`config.mk`:
```
export PLATFORM = sky130hd
export DESIGN_NAME = dirty_bitmap_run_scanner_top
export DESIGN_NICKNAME = d
export VERILOG_FILES = /design/src/rtl/core/dbrs_pkg.sv /design/src/rtl/core/dirty_bitmap_run_scanner_top.sv /design/src/rtl/core/dbrs_log_alloc.sv
export SDC_FILE = /design/constraint.sdc
export NUM_CORES = 1
export LEC_CHECK = 0
export ABC_AREA = 1
export BUFFER_PORTS_ARGS = -buffer_cell sky130_fd_sc_hd__clkbuf_2
export CAP_MARGIN = 20
export CORE_MARGIN = 1.5
export CORE_UTILIZATION = 50
export DETAILED_ROUTE_END_ITERATION = 8
export GPL_TIMING_DRIVEN = 0
export PLACE_DENSITY = 0.77
export SYNTH_ARGS = -nofsm -noshare
export SYNTH_HDL_FRONTEND = slang
export SYNTH_SLANG_ARGS = --single-unit
```
`constraint.sdc`:
```
create_clock -name clk -period 11.58 [get_ports clk]
set_input_delay 0.579 -clock clk [delete_from_list [all_inputs] [get_ports clk]]
set_output_delay 0.579 -clock clk [all_outputs]
set_load 0.02 [all_outputs]
```
`src/rtl/core/dbrs_pkg.sv`:
```
// Shared types and constants for the dirty-bitmap run scanner.
`default_nettype none

package dbrs_pkg;

	// Fixed field widths.
	localparam int WORD_BITS  = 32;
	localparam int ADDR_BITS  = 48;
	localparam int IDX_BITS   = 16;
	localparam int BYTES_BITS = 10;
	localparam int SLOT_BITS  = 20;
	localparam int CNT_BITS   = 21;
	localparam int LG_BITS    = 3;
	localparam int CFG_IDX_BITS = 2;

	// Smallest chunk size in use, as a log2.
	localparam logic [LG_BITS-1:0] LG_MIN = 3'd3;

	// Largest usable log capacity.
	localparam logic [CNT_BITS-1:0] CAP_MAX = 21'h100000;

	// Configuration register indexes.
	typedef enum logic [CFG_IDX_BITS-1:0] {
		CFG_STACK_BASE     = 2'd0,
		CFG_CHUNK_LOG_SIZE = 2'd1,
		CFG_LOG_CAPACITY   = 2'd2
	} cfg_idx_t;

	// Scanner states.
	typedef enum logic {
		ST_IDLE,
		ST_SCAN
	} state_t;

	// Request from the scanner to the log slot allocator.
	typedef struct packed {
		logic take;
		logic restart;
	} alloc_req_t;

	// Slot assignment for the record being issued.
	typedef struct packed {
		logic [SLOT_BITS-1:0] slot;
		logic                 overflow;
	} alloc_rsp_t;

endpackage

`default_nettype wire

```
`src/rtl/core/dirty_bitmap_run_scanner_top.sv`:
```
// Top level of the dirty-bitmap run scanner: configuration, bit-serial scan and record output.
`default_nettype none

// The scanner takes one item at a time. A scan item loads its 32-bit word into a shift
// register that is consumed from bit 0 upward, one window step per clock: a clean window
// or a full run moves RUN_CHUNKS positions at once, any other position moves one. An item
// therefore occupies the scanner for its load and then its scan steps until no set bit
// remains, and each record leaves through a single output register, so a step that
// produces a record waits while that register is still held by the consumer. A restart
// item or a clean word needs no scan step. The chunk address is kept by an accumulator
// that adds the step size in bytes on each step, so no per-record multiply is needed. A
// new item is taken as soon as the last step of the previous one has issued, even while
// its final record still waits on the output.
module dirty_bitmap_run_scanner_top #(
	parameter int WORD_INDEX_BITS = 16,
	parameter int RUN_CHUNKS      = 4
) (
	input  wire logic                                  clk,
	input  wire logic                                  arst_n,
	// Configuration write port.
	input  wire logic                                  cfg_we,
	input  wire logic [dbrs_pkg::CFG_IDX_BITS-1:0]     cfg_index,
	input  wire logic [dbrs_pkg::ADDR_BITS-1:0]        cfg_wdata,
	// Input channel.
	input  wire logic                                  in_valid,
	output logic                                       in_ready,
	input  wire logic                                  func,
	input  wire logic [dbrs_pkg::IDX_BITS-1:0]         word_index,
	input  wire logic [dbrs_pkg::WORD_BITS-1:0]        dirty_word,
	// Output channel.
	output logic                                       out_valid,
	input  wire logic                                  out_ready,
	output logic [dbrs_pkg::ADDR_BITS-1:0]             chunk_addr,
	output logic [dbrs_pkg::BYTES_BITS-1:0]            chunk_bytes,
	output logic [dbrs_pkg::SLOT_BITS-1:0]             log_slot,
	output logic                                       overflow,
	output logic                                       last
);

	localparam int IDX_USED = (WORD_INDEX_BITS < dbrs_pkg::IDX_BITS) ?
		WORD_INDEX_BITS : dbrs_pkg::IDX_BITS;
	localparam logic [dbrs_pkg::IDX_BITS-1:0] IDX_MASK =
		dbrs_pkg::IDX_BITS'((64'd1 << IDX_USED) - 64'd1);
	localparam logic [3:0] RUN_CNT = 4'(RUN_CHUNKS);

	// Configuration registers.
	logic [dbrs_pkg::ADDR_BITS-1:0] stack_base_q;
	logic [dbrs_pkg::LG_BITS-1:0]   clog_q;
	logic [dbrs_pkg::CNT_BITS-1:0]  log_capacity_q;

	// Scanner state.
	dbrs_pkg::state_t               state_q, state_d;
	logic [dbrs_pkg::WORD_BITS-1:0] sr_q, sr_d, sr_shift;
	logic [dbrs_pkg::ADDR_BITS-1:0] addr_q, addr_d, addr_start;
	logic [dbrs_pkg::IDX_BITS-1:0]  widx;
	logic [dbrs_pkg::LG_BITS-1:0]   lg;
	logic [RUN_CHUNKS-1:0]          win;
	logic [3:0]                     adv;
	logic [10:0]                    step_bytes;
	logic [10:0]                    rec_bytes;
	logic                           rec, load, out_free, in_fire;

	// Output register.
	logic                              out_valid_q;
	logic [dbrs_pkg::ADDR_BITS-1:0]    chunk_addr_q;
	logic [dbrs_pkg::BYTES_BITS-1:0]   chunk_bytes_q;
	logic [dbrs_pkg::SLOT_BITS-1:0]    log_slot_q;
	logic                              overflow_q;
	logic                              last_q;

	dbrs_pkg::alloc_req_t alloc_req;
	dbrs_pkg::alloc_rsp_t alloc_rsp;

	// Configuration writes; unknown indexes are ignored.
	always_ff @(posedge clk or negedge arst_n) begin
		if (!arst_n) begin
			stack_base_q   <= '0;
			clog_q         <= dbrs_pkg::LG_MIN;
			log_capacity_q <= '0;
		end else if (cfg_we) begin
			case (dbrs_pkg::cfg_idx_t'(cfg_index))
				dbrs_pkg::CFG_STACK_BASE:     stack_base_q   <= cfg_wdata;
				dbrs_pkg::CFG_CHUNK_LOG_SIZE: clog_q         <= cfg_wdata[dbrs_pkg::LG_BITS-1:0];
				dbrs_pkg::CFG_LOG_CAPACITY:   log_capacity_q <= cfg_wdata[dbrs_pkg::CNT_BITS-1:0];
				default: ;
			endcase
		end
	end

	// Chunk size is at least eight bytes.
	assign lg = (clog_q < dbrs_pkg::LG_MIN) ? dbrs_pkg::LG_MIN : clog_q;

	// Address of chunk zero of this word.
	assign widx       = word_index & IDX_MASK;
	assign addr_start = stack_base_q + (dbrs_pkg::ADDR_BITS'({widx, 5'b0}) << lg);

	assign in_ready = (state_q == dbrs_pkg::ST_IDLE);
	assign in_fire  = in_valid && in_ready;
	assign out_free = !out_valid_q || out_ready;

	// Window rules at the current bit position.
	assign win      = sr_q[RUN_CHUNKS-1:0];
	always_comb begin
		rec = 1'b0;
		adv = 4'd1;
		if (state_q == dbrs_pkg::ST_SCAN) begin
			if (win == '0) begin
				adv = RUN_CNT;
			end else if (&win) begin
				adv = RUN_CNT;
				rec = 1'b1;
			end else if (win[0]) begin
				rec = 1'b1;
			end
		end
	end

	assign sr_shift   = (adv == RUN_CNT) ? (sr_q >> RUN_CHUNKS) : (sr_q >> 1);
	assign step_bytes = 11'(adv) << lg;
	assign rec_bytes  = step_bytes;
	assign load       = rec && out_free;

	// Next state: load a dirty word, then step until no set bit remains.
	always_comb begin
		state_d = state_q;
		sr_d    = sr_q;
		addr_d  = addr_q;
		case (state_q)
			dbrs_pkg::ST_IDLE: begin
				if (in_fire && !func && (dirty_word != '0)) begin
					sr_d    = dirty_word;
					addr_d  = addr_start;
					state_d = dbrs_pkg::ST_SCAN;
				end
			end
			dbrs_pkg::ST_SCAN: begin
				if (!rec || out_free) begin
					sr_d   = sr_shift;
					addr_d = addr_q + dbrs_pkg::ADDR_BITS'(step_bytes);
					if (sr_shift == '0) begin
						state_d = dbrs_pkg::ST_IDLE;
					end
				end
			end
			default: state_d = dbrs_pkg::ST_IDLE;
		endcase
	end

	always_ff @(posedge clk or negedge arst_n) begin
		if (!arst_n) begin
			state_q <= dbrs_pkg::ST_IDLE;
		end else begin
			state_q <= state_d;
		end
	end

	// Scan datapath registers.
	always_ff @(posedge clk) begin
		sr_q   <= sr_d;
		addr_q <= addr_d;
	end

	// Log slot allocation.
	assign alloc_req.take    = load;
	assign alloc_req.restart = in_fire && func;

	dbrs_log_alloc u_alloc (
		.clk          (clk),
		.arst_n       (arst_n),
		.log_capacity (log_capacity_q),
		.req          (alloc_req),
		.rsp          (alloc_rsp)
	);

	// Output valid: set by a new record, cleared when the item is taken.
	always_ff @(posedge clk or negedge arst_n) begin
		if (!arst_n) begin
			out_valid_q <= 1'b0;
		end else if (load) begin
			out_valid_q <= 1'b1;
		end else if (out_ready) begin
			out_valid_q <= 1'b0;
		end
	end

	// Output payload; a record is last when no set bit remains after its step.
	always_ff @(posedge clk) begin
		if (load) begin
			chunk_addr_q  <= addr_q;
			chunk_bytes_q <= rec_bytes[dbrs_pkg::BYTES_BITS-1:0];
			log_slot_q    <= alloc_rsp.slot;
			overflow_q    <= alloc_rsp.overflow;
			last_q        <= (sr_shift == '0);
		end
	end

	assign out_valid   = out_valid_q;
	assign chunk_addr  = chunk_addr_q;
	assign chunk_bytes = chunk_bytes_q;
	assign log_slot    = log_slot_q;
	assign overflow    = overflow_q;
	assign last        = last_q;

`ifndef ASSERT_OFF
	// While scanning, some set bit is always still ahead.
	a_scan_nonempty: assert property (@(posedge clk) disable iff (!arst_n)
		(state_q == dbrs_pkg::ST_SCAN) |-> (sr_q != '0))
		else $error("scanner active with an empty word");

	// Issuing the last record of a word returns the scanner to idle.
	a_last_ends_scan: assert property (@(posedge clk) disable iff (!arst_n)
		(load && (sr_shift == '0)) |=> (state_q == dbrs_pkg::ST_IDLE))
		else $error("scanner kept running after the last record");

	// A record is never issued over one that has not been taken.
	a_no_overwrite: assert property (@(posedge clk) disable iff (!arst_n)
		(out_valid_q && !out_ready) |-> !load)
		else $error("output record overwritten");

	// An overflow record carries slot zero.
	a_ovf_slot: assert property (@(posedge clk) disable iff (!arst_n)
		(out_valid_q && overflow_q) |-> (log_slot_q == '0))
		else $error("overflow record with a nonzero slot");
`endif

endmodule

`default_nettype wire

```
`src/rtl/core/dbrs_log_alloc.sv`:
```
// Log slot allocator: fill counter, saturating overflow counter and capacity check.
`default_nettype none

module dbrs_log_alloc (
	input  wire logic                            clk,
	input  wire logic                            arst_n,
	input  wire logic [dbrs_pkg::CNT_BITS-1:0]   log_capacity,
	input  wire dbrs_pkg::alloc_req_t            req,
	output dbrs_pkg::alloc_rsp_t                 rsp
);

	logic [dbrs_pkg::CNT_BITS-1:0] fill_q;
	logic [dbrs_pkg::CNT_BITS-1:0] extra_q;
	logic [dbrs_pkg::CNT_BITS-1:0] cap_eff;
	logic                          full;

	// Capacity is clamped to the size of the slot field.
	assign cap_eff = log_capacity[dbrs_pkg::CNT_BITS-1] ? dbrs_pkg::CAP_MAX : log_capacity;
	assign full    = (fill_q >= cap_eff);

	// Slot for the current record; an overflow record carries slot zero.
	always_comb begin
		rsp.overflow = full;
		rsp.slot     = full ? '0 : fill_q[dbrs_pkg::SLOT_BITS-1:0];
	end

	// Counters: a restart clears both, each record bumps one of them; the overflow counter saturates.
	always_ff @(posedge clk or negedge arst_n) begin
		if (!arst_n) begin
			fill_q  <= '0;
			extra_q <= '0;
		end else if (req.restart) begin
			fill_q  <= '0;
			extra_q <= '0;
		end else if (req.take) begin
			if (full) begin
				if (extra_q != {dbrs_pkg::CNT_BITS{1'b1}}) begin
					extra_q <= extra_q + 1'b1;
				end
			end else begin
				fill_q <= fill_q + 1'b1;
			end
		end
	end

endmodule

`default_nettype wire
```
==> flow_metrics.py, run 1 <==
metrics = {
    "clock_network": {
        "cts_sinks": 255,
        "cts.htree.levels": 1,
        "cts_setup_buffers": 0,
        "clock_latency_ps": 560,
        "numCtsBuffers": 28,
        "clk_path_buf_depth": 3,
        "post_cts_resized": 0,
        "cts_root_buf": "clkbuf_16",
        "cts_tree": "built",
        "clk_pin_slew_ps": 60,
    },
    "worst_hold_path": {
        "hold_class": "in2reg",
        "whs_endpoint": "stack_base_q[47]",
        "hold_depth": 2,
        "worst_hold_startpoint": "cfg_wdata[47]",
    },
    "setup_path": {
        "cp.arrival_ps": 4550,
        "cp-start-kind": "flop",
        "reg2reg_slack_ps": 7320,
        "cp-startpoint": "sr_q[0]",
        "worst_ep_required_time_ps": 11870,
        "worst-path-max-fanout": 10,
        "reg2reg_from": "sr_q[0]",
        "path_class": "reg2reg",
        "r2r.worst_path.cells": 19,
        "timing.rr.end": "addr_q[29]",
        "worstSetupEndpointType": "flop",
    },
    "yosys": {
        "ys_ff_latch": 255,
        "synth-main-ff-cell": "edfxtp_1",
        "synth_compound_area_share_pct": 8.62,
        "synth_top_family_by_area": "simple AND/OR/NAND/NOR gates",
        "syn_avg_cell_area_um2": 7.44,
        "syn_inst": 2155,
        "synthSimpleGateAreaFrac_pct": 31.4,
        "yosysWarningCount": 0,
        "synth_fa_ha_area_share_pct": 4.54,
        "synthDistinctLibCells": 48,
        "synthXorXnorAreaFrac_pct": 1.31,
        "syn_area_um2": 16000,
        "synth-edff-count": 160,
        "ys_async_sr_fraction_pct": 37.3,
        "yosysSeqAreaShare_pct": 44.8,
        "synthMuxAreaShare_pct": 1.11,
    },
    "grt": {
        "grt_pass1_vias": 14500,
        "grt_use_total_pct": 29.0,
        "grt_pass1_wl_um": 75700,
        "gr-total-overflow": 0,
        "antenna_found_initial": 0,
        "grt_max_degree": 69,
    },
    "sta": {
        "post-route-min-period_ps": 4260,
        "fin_crit_sh_pct": 36.8,
        "setup_viol": 0,
        "slew_violations": 0,
        "rsz0062_at_grt": "false",
        "finalHoldViolations": 0,
        "max_freq_mhz": 235,
        "setup-tns-final_ps": 0,
        "fin_hold_ws_ps": 263,
        "worst_pin_slew_ps": 865,
        "finalClockSkew_ps": 15.4,
        "slew_headroom_pct": 42.3,
    },
    "placement": {
        "globalplace.congestion": 0.982,
        "dp_cells": 2757,
        "io_buffers": 185,
        "dp_hpwl_um": 37800,
    },
    "layout": {
        "layout_common_cells": "nand2_1, inv_1, nor2_1, nand3_1, clkbuf_2",
        "layout_commonest_cell": "nand2_1",
        "final_util_pct": 59.0,
        "syn2layout_area_growth_pct": 16.1,
        "drive_above_1_share_pct": 12.0,
        "layout.cells.non_filler": 2810,
        "n_antenna_cell": 0,
        "nets": 2547,
    },
    "power_and_ir_drop": {
        "ir_drop_v": 0.000116,
        "p_per_area_nw_per_um2": 243,
        "total_power_mw": 4.52,
        "p_leak_nw": 9.16,
    },
    "run": {
        "cap_violations": 0,
    },
    "floorplan": {
        "die-area_um2": 33200,
        "rows": 65,
        "fp.dieH_um": 182,
        "die_x_um": 182,
        "pin_count": 186,
        "initial_core_util_pct": 50.8,
        "core_um2": 31600,
    },
    "drt": {
        "drtIter0Drc": 1532,
        "wl_per_cell_um": 17.1,
        "drc": 0,
        "viasPerCell": 5.50,
        "totalWireLength_um": 47900,
        "first_pass_iters": 6,
        "postRouteAntennaNets": 0,
        "vias": 15400,
    },
    "run_status": {
        "status": "complete, no violations",
    },
}
[cell families after synthesis]
| family | after synthesis |
|---|---|
| simple gates | 1208 |
| buf+inv | 335 |
| compound gates | 258 |
| flops | 255 |
| fa+ha+maj | 57 |
| xor+xnor | 24 |
| mux | 16 |
| other cells | 2 |
[flip-flops by register name, summed over array words and instances, names as in the netlist]
signal,cells
log_capacity_q,21
chunk_addr,48
stack_base_q,48
clog_q,3
log_slot,20
last,1
chunk_bytes,10
u_alloc.fill_q,21
out_valid,1
addr_q,48
overflow,1
sr_q,32
state_q,1
[layer usage]
layer / wire [µm] / vias to the layer above / track usage (%) / part of all wire (%)
li1: - / 7538 / - / -
met1: 21700 / 7098 / 42.9 / 45
met2: 20300 / 720 / 43.6 / 42
met3: 4620 / 90 / 5.19 / 9.6
met4: 1320 / 0 / 8.36 / 2.7
met5: 0 / - / 0 / 0
[report_power, final]
group	switching, mW	internal (mW)	total (mW)	leakage, nW
logic	1.24	0.601	1.84	5.94
registers	0.295	1.46	1.75	2.75
clock network	0.383	0.540	0.923	0.471
[per-stage QoR]
| stage | area [µm²] | worst slack [ps] |
|---|---|---|
| 2_1_floorplan | 16100 | 6120 |
| 3_3_place_gp | 17500 | 3750 |
| 3_5_place_dp | 17700 | 7560 |
| 4_1_cts | 18600 | 7530 |
| 6_report | 18600 | 7320 |
| 5_1_grt | 18600 | 7130 |
[area by class of cell]
type | count | area (µm²)
inverters | 280 | 1050
repair buffers | 192 | 1070
fillers | 2965 | 12900
clock buffers | 35 | 767
multi-input cells | 1574 | 7600
flip-flops and latches | 255 | 7180
clock inverters | 17 | 190
well taps | 402 | 503
plain buffers | 55 | 251
[cells in the mapped netlist (all sizes together), types with 2 or more instances]
master,instances,area [µm²]
o21a,2,15.0
mux2,14,158
a21oi,73,365
a21o,2,15.0
buf,21,124
nor2,205,777
nor3b,3,22.5
a22oi,2,15.0
mux2i,2,20.0
a31oi,5,31.3
dfstp,2,52.6
or2,5,31.3
o221ai,3,26.3
xor2,16,140
conb,2,7.51
xnor2,8,70.1
edfxtp,160,4800
fa,2,40.0
nand3,186,936
a221oi,3,26.3
o21ai,149,749
nor3,34,170
nand4,35,219
inv,280,1050
clkbuf,34,128
o21bai,3,22.5
dfrtp,93,2330
a21boi,3,22.5
o22ai,7,43.8
o211ai,4,35.0
ha,55,688
nand2,713,2700
nand3b,13,97.6
nor4,13,81.3
[worst max-delay path by stage]
| stage | endpoint | slack (ps) |
|---|---|---|
| 6_report | addr_q[29] | 7320 |
| 5_1_grt | addr_q[29] | 7130 |
| 4_1_cts | addr_q[29] | 7530 |
| 3_5_place_dp | addr_q[14] | 7560 |
| 3_3_place_gp | addr_q[30] | 3750 |
| 2_1_floorplan | addr_q[0] | 6120 |
[critical path, stage by stage (launching register included)]
cell and delay (ps):
edfxtp_1 440, nor2_1 160, nand3_2 220, nand2_4 180, buf_6 190, inv_1 230
nor2_1 190, nor2_1 70, a211oi_1 590, ha_1 410, nand2_1 200, inv_1 70
a21oi_1 310, nor2_1 70, nor2_1 130, nand2_1 190, nand2_1 100, nand2_1 50
nand3_1 100, o21ai_0 100
[what timing repair did]
action,in CTS,in global routing
hold buffers,1,0
hold endpoints to repair,5,0
setup endpoints to repair,0,0
No activity file was read; power rests on OpenSTA's default activity.
==> run 2, diff against run 1 <==
--- a/config.mk
+++ b/config.mk
@@ -5,14 +5,14 @@
 export SDC_FILE = /design/constraint.sdc
 export NUM_CORES = 1
 export LEC_CHECK = 0
-export ABC_AREA = 1
+export ABC_AREA = 0
 export BUFFER_PORTS_ARGS = -buffer_cell sky130_fd_sc_hd__clkbuf_2
 export CAP_MARGIN = 20
 export CORE_MARGIN = 1.5
 export CORE_UTILIZATION = 50
 export DETAILED_ROUTE_END_ITERATION = 8
 export GPL_TIMING_DRIVEN = 0
-export PLACE_DENSITY = 0.77
+export PLACE_DENSITY = 0.8
 export SYNTH_ARGS = -nofsm -noshare
 export SYNTH_HDL_FRONTEND = slang
 export SYNTH_SLANG_ARGS = --single-unit
==> constraint.sdc (replaced) <==
create_clock -name clk -period 3.61 [get_ports clk]
set_input_delay 0.1805 -clock clk [delete_from_list [all_inputs] [get_ports clk]]
set_output_delay 0.1805 -clock clk [all_outputs]
set_load 0.02 [all_outputs]
==> run 2 against run 1 <==
  * The flow now finishes with violations (negative setup slack)
  * Sequential share of layout area increased by 0.65 points
  * Cell area is 1.7% lower
  * Hold slack got worse by 250 ps
  * Sequential cell count stayed put
  * Total power grew to 3.0 times the previous value
  * Clock power grew to 3.0 times the previous value
  * Routed wire length fell by 16%
  * Combinational power rose to 2.8 times the previous value
  * Synthesized area fell by 10%
==> flow_metrics.py, run 2 <==
metrics = {
    "run_status": {
        "status": "finished with violations",
        "violations": "negative setup slack",
    },
    "layout": {
        "drive_above_1_share_pct": 28.2,
        "n_antenna_cell": 0,
        "num-fill-cells": 2103,
        "nets": 1782,
        "seqCellArea_um2": 7180,
        "layout.cells.non_filler": 2021,
        "layout_common_cells": "clkbuf_2, edfxtp_1, dfrtp_1, nand2_1, nor2_1",
        "layout_commonest_cell": "clkbuf_2",
        "syn2layout_area_growth_pct": 27.3,
        "multi_input_area_um2": 7350,
    },
    "clock_network": {
        "cts.htree.levels": 1,
        "clk_pin_slew_ps": 60,
        "cts_root_buf": "clkbuf_16",
        "cts_sinks": 255,
        "clk_path_buf_depth": 3,
        "cts_tree": "built",
        "numCtsBuffers": 28,
        "clock_latency_ps": 540,
    },
    "power_and_ir_drop": {
        "p_leak_nw": 7.59,
        "combPwrFrac_pct": 38.6,
        "pwr-share-seq_pct": 40.8,
        "power.switching_mw": 5.01,
        "p_clk_share_pct": 20.7,
        "p_per_area_nw_per_um2": 733,
        "ir_drop_v": 0.000439,
        "switching_share_pct": 37.3,
        "intPower_mw": 8.42,
    },
    "grt": {
        "gr-total-overflow": 0,
        "grt_pass1_vias": 11500,
        "antenna_found_initial": 0,
        "grt_max_degree": 64,
        "grt_use_total_pct": 25.3,
        "grt_pass1_wl_um": 61000,
    },
    "setup_path": {
        "worstSetupEndpointType": "flop",
        "timing.rr.end": "addr_q[32]",
        "crit_top_cell": "o211ai_1",
        "cp-start-kind": "flop",
        "r2r.worst_path.cells": 14,
        "cp-startpoint": "clog_q[0]",
        "reg2reg_slack_ps": -310,
        "reg2reg_from": "clog_q[0]",
        "path_class": "reg2reg",
        "worst_ep_required_time_ps": 3870,
        "endpoint": "addr_q[32]",
        "cp.arrival_ps": 4180,
        "worstPathCellList": "inv_8 > nand2_8 > buf_12 > mux4_2 > mux2_4 > ha_4 > o21a_1 > o211ai_1 > a2111o_1 > a211oi_4 > buf_6 > o211ai_1 > xor2_1 > mux2i_1",
        "crit_slowest_cell": "dfstp_2",
        "worst-path-max-fanout": 7,
        "max_stage_delay_ps": 600,
    },
    "placement": {
        "globalplace.congestion": 0.921,
        "dp_hpwl_um": 27700,
        "dp_cells": 1863,
        "io_buffers": 185,
    },
    "floorplan": {
        "initial_core_util_pct": 51.2,
        "core_um2": 28100,
        "die-area_um2": 29800,
        "fp.dieH_um": 173,
        "rows": 61,
        "pin_count": 186,
        "die_x_um": 173,
    },
    "sta": {
        "slew_violations": 0,
        "finalHoldViolations": 0,
        "setup_viol": 15,
        "rsz0062_at_grt": "true",
        "fin_crit_sh_pct": 109,
        "slew_headroom_pct": 43.4,
        "worst_pin_slew_ps": 841,
        "post-route-min-period_ps": 3920,
        "max_freq_mhz": 255,
        "setup-tns-final_ps": -2400,
        "fin_hold_ws_ps": 11.2,
        "finalClockSkew_ps": 14.0,
        "setup_ws_ps": -311,
    },
    "drt": {
        "totalWireLength_um": 40200,
        "first_pass_iters": 6,
        "drtIter0Drc": 1247,
        "drc": 0,
        "viasPerCell": 5.97,
        "vias": 12100,
        "wl_per_cell_um": 19.9,
        "postRouteAntennaNets": 0,
    },
    "yosys": {
        "yosysWarningCount": 0,
        "ys_ff_latch": 255,
        "synth_area_leaders": "edfxtp_1, dfrtp_1, mux2_2, ha_1, mux2i_1",
        "yosys-top-cells-count": "edfxtp_1, nand2_1, dfrtp_1",
        "syn_avg_cell_area_um2": 11.2,
        "synth_top_area_share_pct": 33.4,
        "synth-edff-count": 160,
        "ys_async_sr_fraction_pct": 37.3,
        "synthDistinctLibCells": 69,
        "yosysSeqAreaShare_pct": 49.9,
        "synth_top_area_cell": "edfxtp_1",
        "synth_most_common_cell": "edfxtp_1",
        "synth-main-ff-cell": "edfxtp_1",
        "syn_inst": 1286,
        "syn_area_um2": 14400,
    },
    "worst_hold_path": {
        "worst_hold_startpoint": "dirty_word[2]",
        "hold_class": "in2reg",
    },
    "run": {
        "cap_violations": 0,
    },
}
-- run 2: cell count changes after synthesis, sizes merged, moves of 34 or more --
cell	previous run	this run
nand2	713	95
nand3	186	47
mux2i	2	57
inv	280	23
nor2	205	90
o21ai	149	46
xor2	16	50
mux2	14	87
-- run 2: critical path, delay by kind of cell, from the launching register on --
family / cells / cell delay (ps)
compound gates: 5 / 1130
mux: 3 / 920
flops: 1 / 600
buf+inv: 3 / 360
xor+xnor: 1 / 280
fa+ha+maj: 1 / 270
simple gates: 1 / 90
-- run 2: per-stage QoR --
step	worst slack [ps]	cell area, µm²	util (%)	power [mW]
global route	-389	18300	65.2	14.1
CTS	-189	17800	63.4	12.9
detailed placement	-725	16000	57.0	9.96
finish	-311	18300	65.2	13.4
floorplan	-27.8	14500	-	8.51
global placement	-1390	15900	56.6	9.74
-- run 2: repair_timing --
action	4_1_cts	5_1_grt
endpoints found under the setup margin	57	59
buffers inserted	14	28
hold buffers	66	0
cloned	0	2
gates resized for setup	30	70
endpoints found under the hold margin	121	0
pin swaps	15	39
-- run 2: how the worst min path moves through the flow --
| stage | cells past startpoint | end | slack [ps] |
|---|---|---|---|
| final | 3 | sr_q[2] | 10 |
| after floorplan | 0 | clog_q[2] | -120 |
| after global placement | 2 | stack_base_q[36] | 410 |
| after global routing | 3 | sr_q[6] | 20 |
| after detailed placement | 1 | stack_base_q[45] | 220 |
| after CTS | 3 | sr_q[2] | 2 |
-- run 2: power groups by stage --
stage / clock network [mW] / registers, mW / logic [mW]
detailed placement: 0 / 5.47 / 4.49
global route: 2.92 / 5.59 / 5.57
global placement: 0 / 5.47 / 4.27
CTS: 2.81 / 5.43 / 4.69
finish: 2.78 / 5.47 / 5.18
floorplan: 0 / 5.69 / 2.82
-- run 2: cell type report --
cell class | count | share of cell area [%]
Sequential cell | 255 | 39.2
Clock buffer | 42 | 4.67
Multi-Input combinational cell | 963 | 40.2
Clock inverter | 10 | 0.246
Inverter | 23 | 0.533
Buffer | 53 | 1.39
Timing Repair Buffer | 297 | 11.2
Tap cell | 378 | 2.58
-- run 2: cell families (layout without fill, tap and decap cells) --
kind of cell	Yosys count	count (layout)	share of synthesized area, %
and+or+nand+nor	425	426	15.3
DFF	255	255	49.9
AOI/OAI and AO/OA	236	237	10.5
muxes	153	153	12.2
xor gates and xnor gates	79	79	4.81
buffers and inverters	79	425	2.18
adders and majority gates	57	57	5.06
other	2	11	0.0522
-- run 2: metal layers --
layer | GRT usage, % | up-vias | wire length, µm
met1 | 34.9 | 5823 | 16800
met3 | 4.84 | 106 | 3570
met5 | 0 | - | 0
met4 | 7.97 | 0 | 1340
met2 | 40.5 | 634 | 18500
li1 | - | 5499 | -
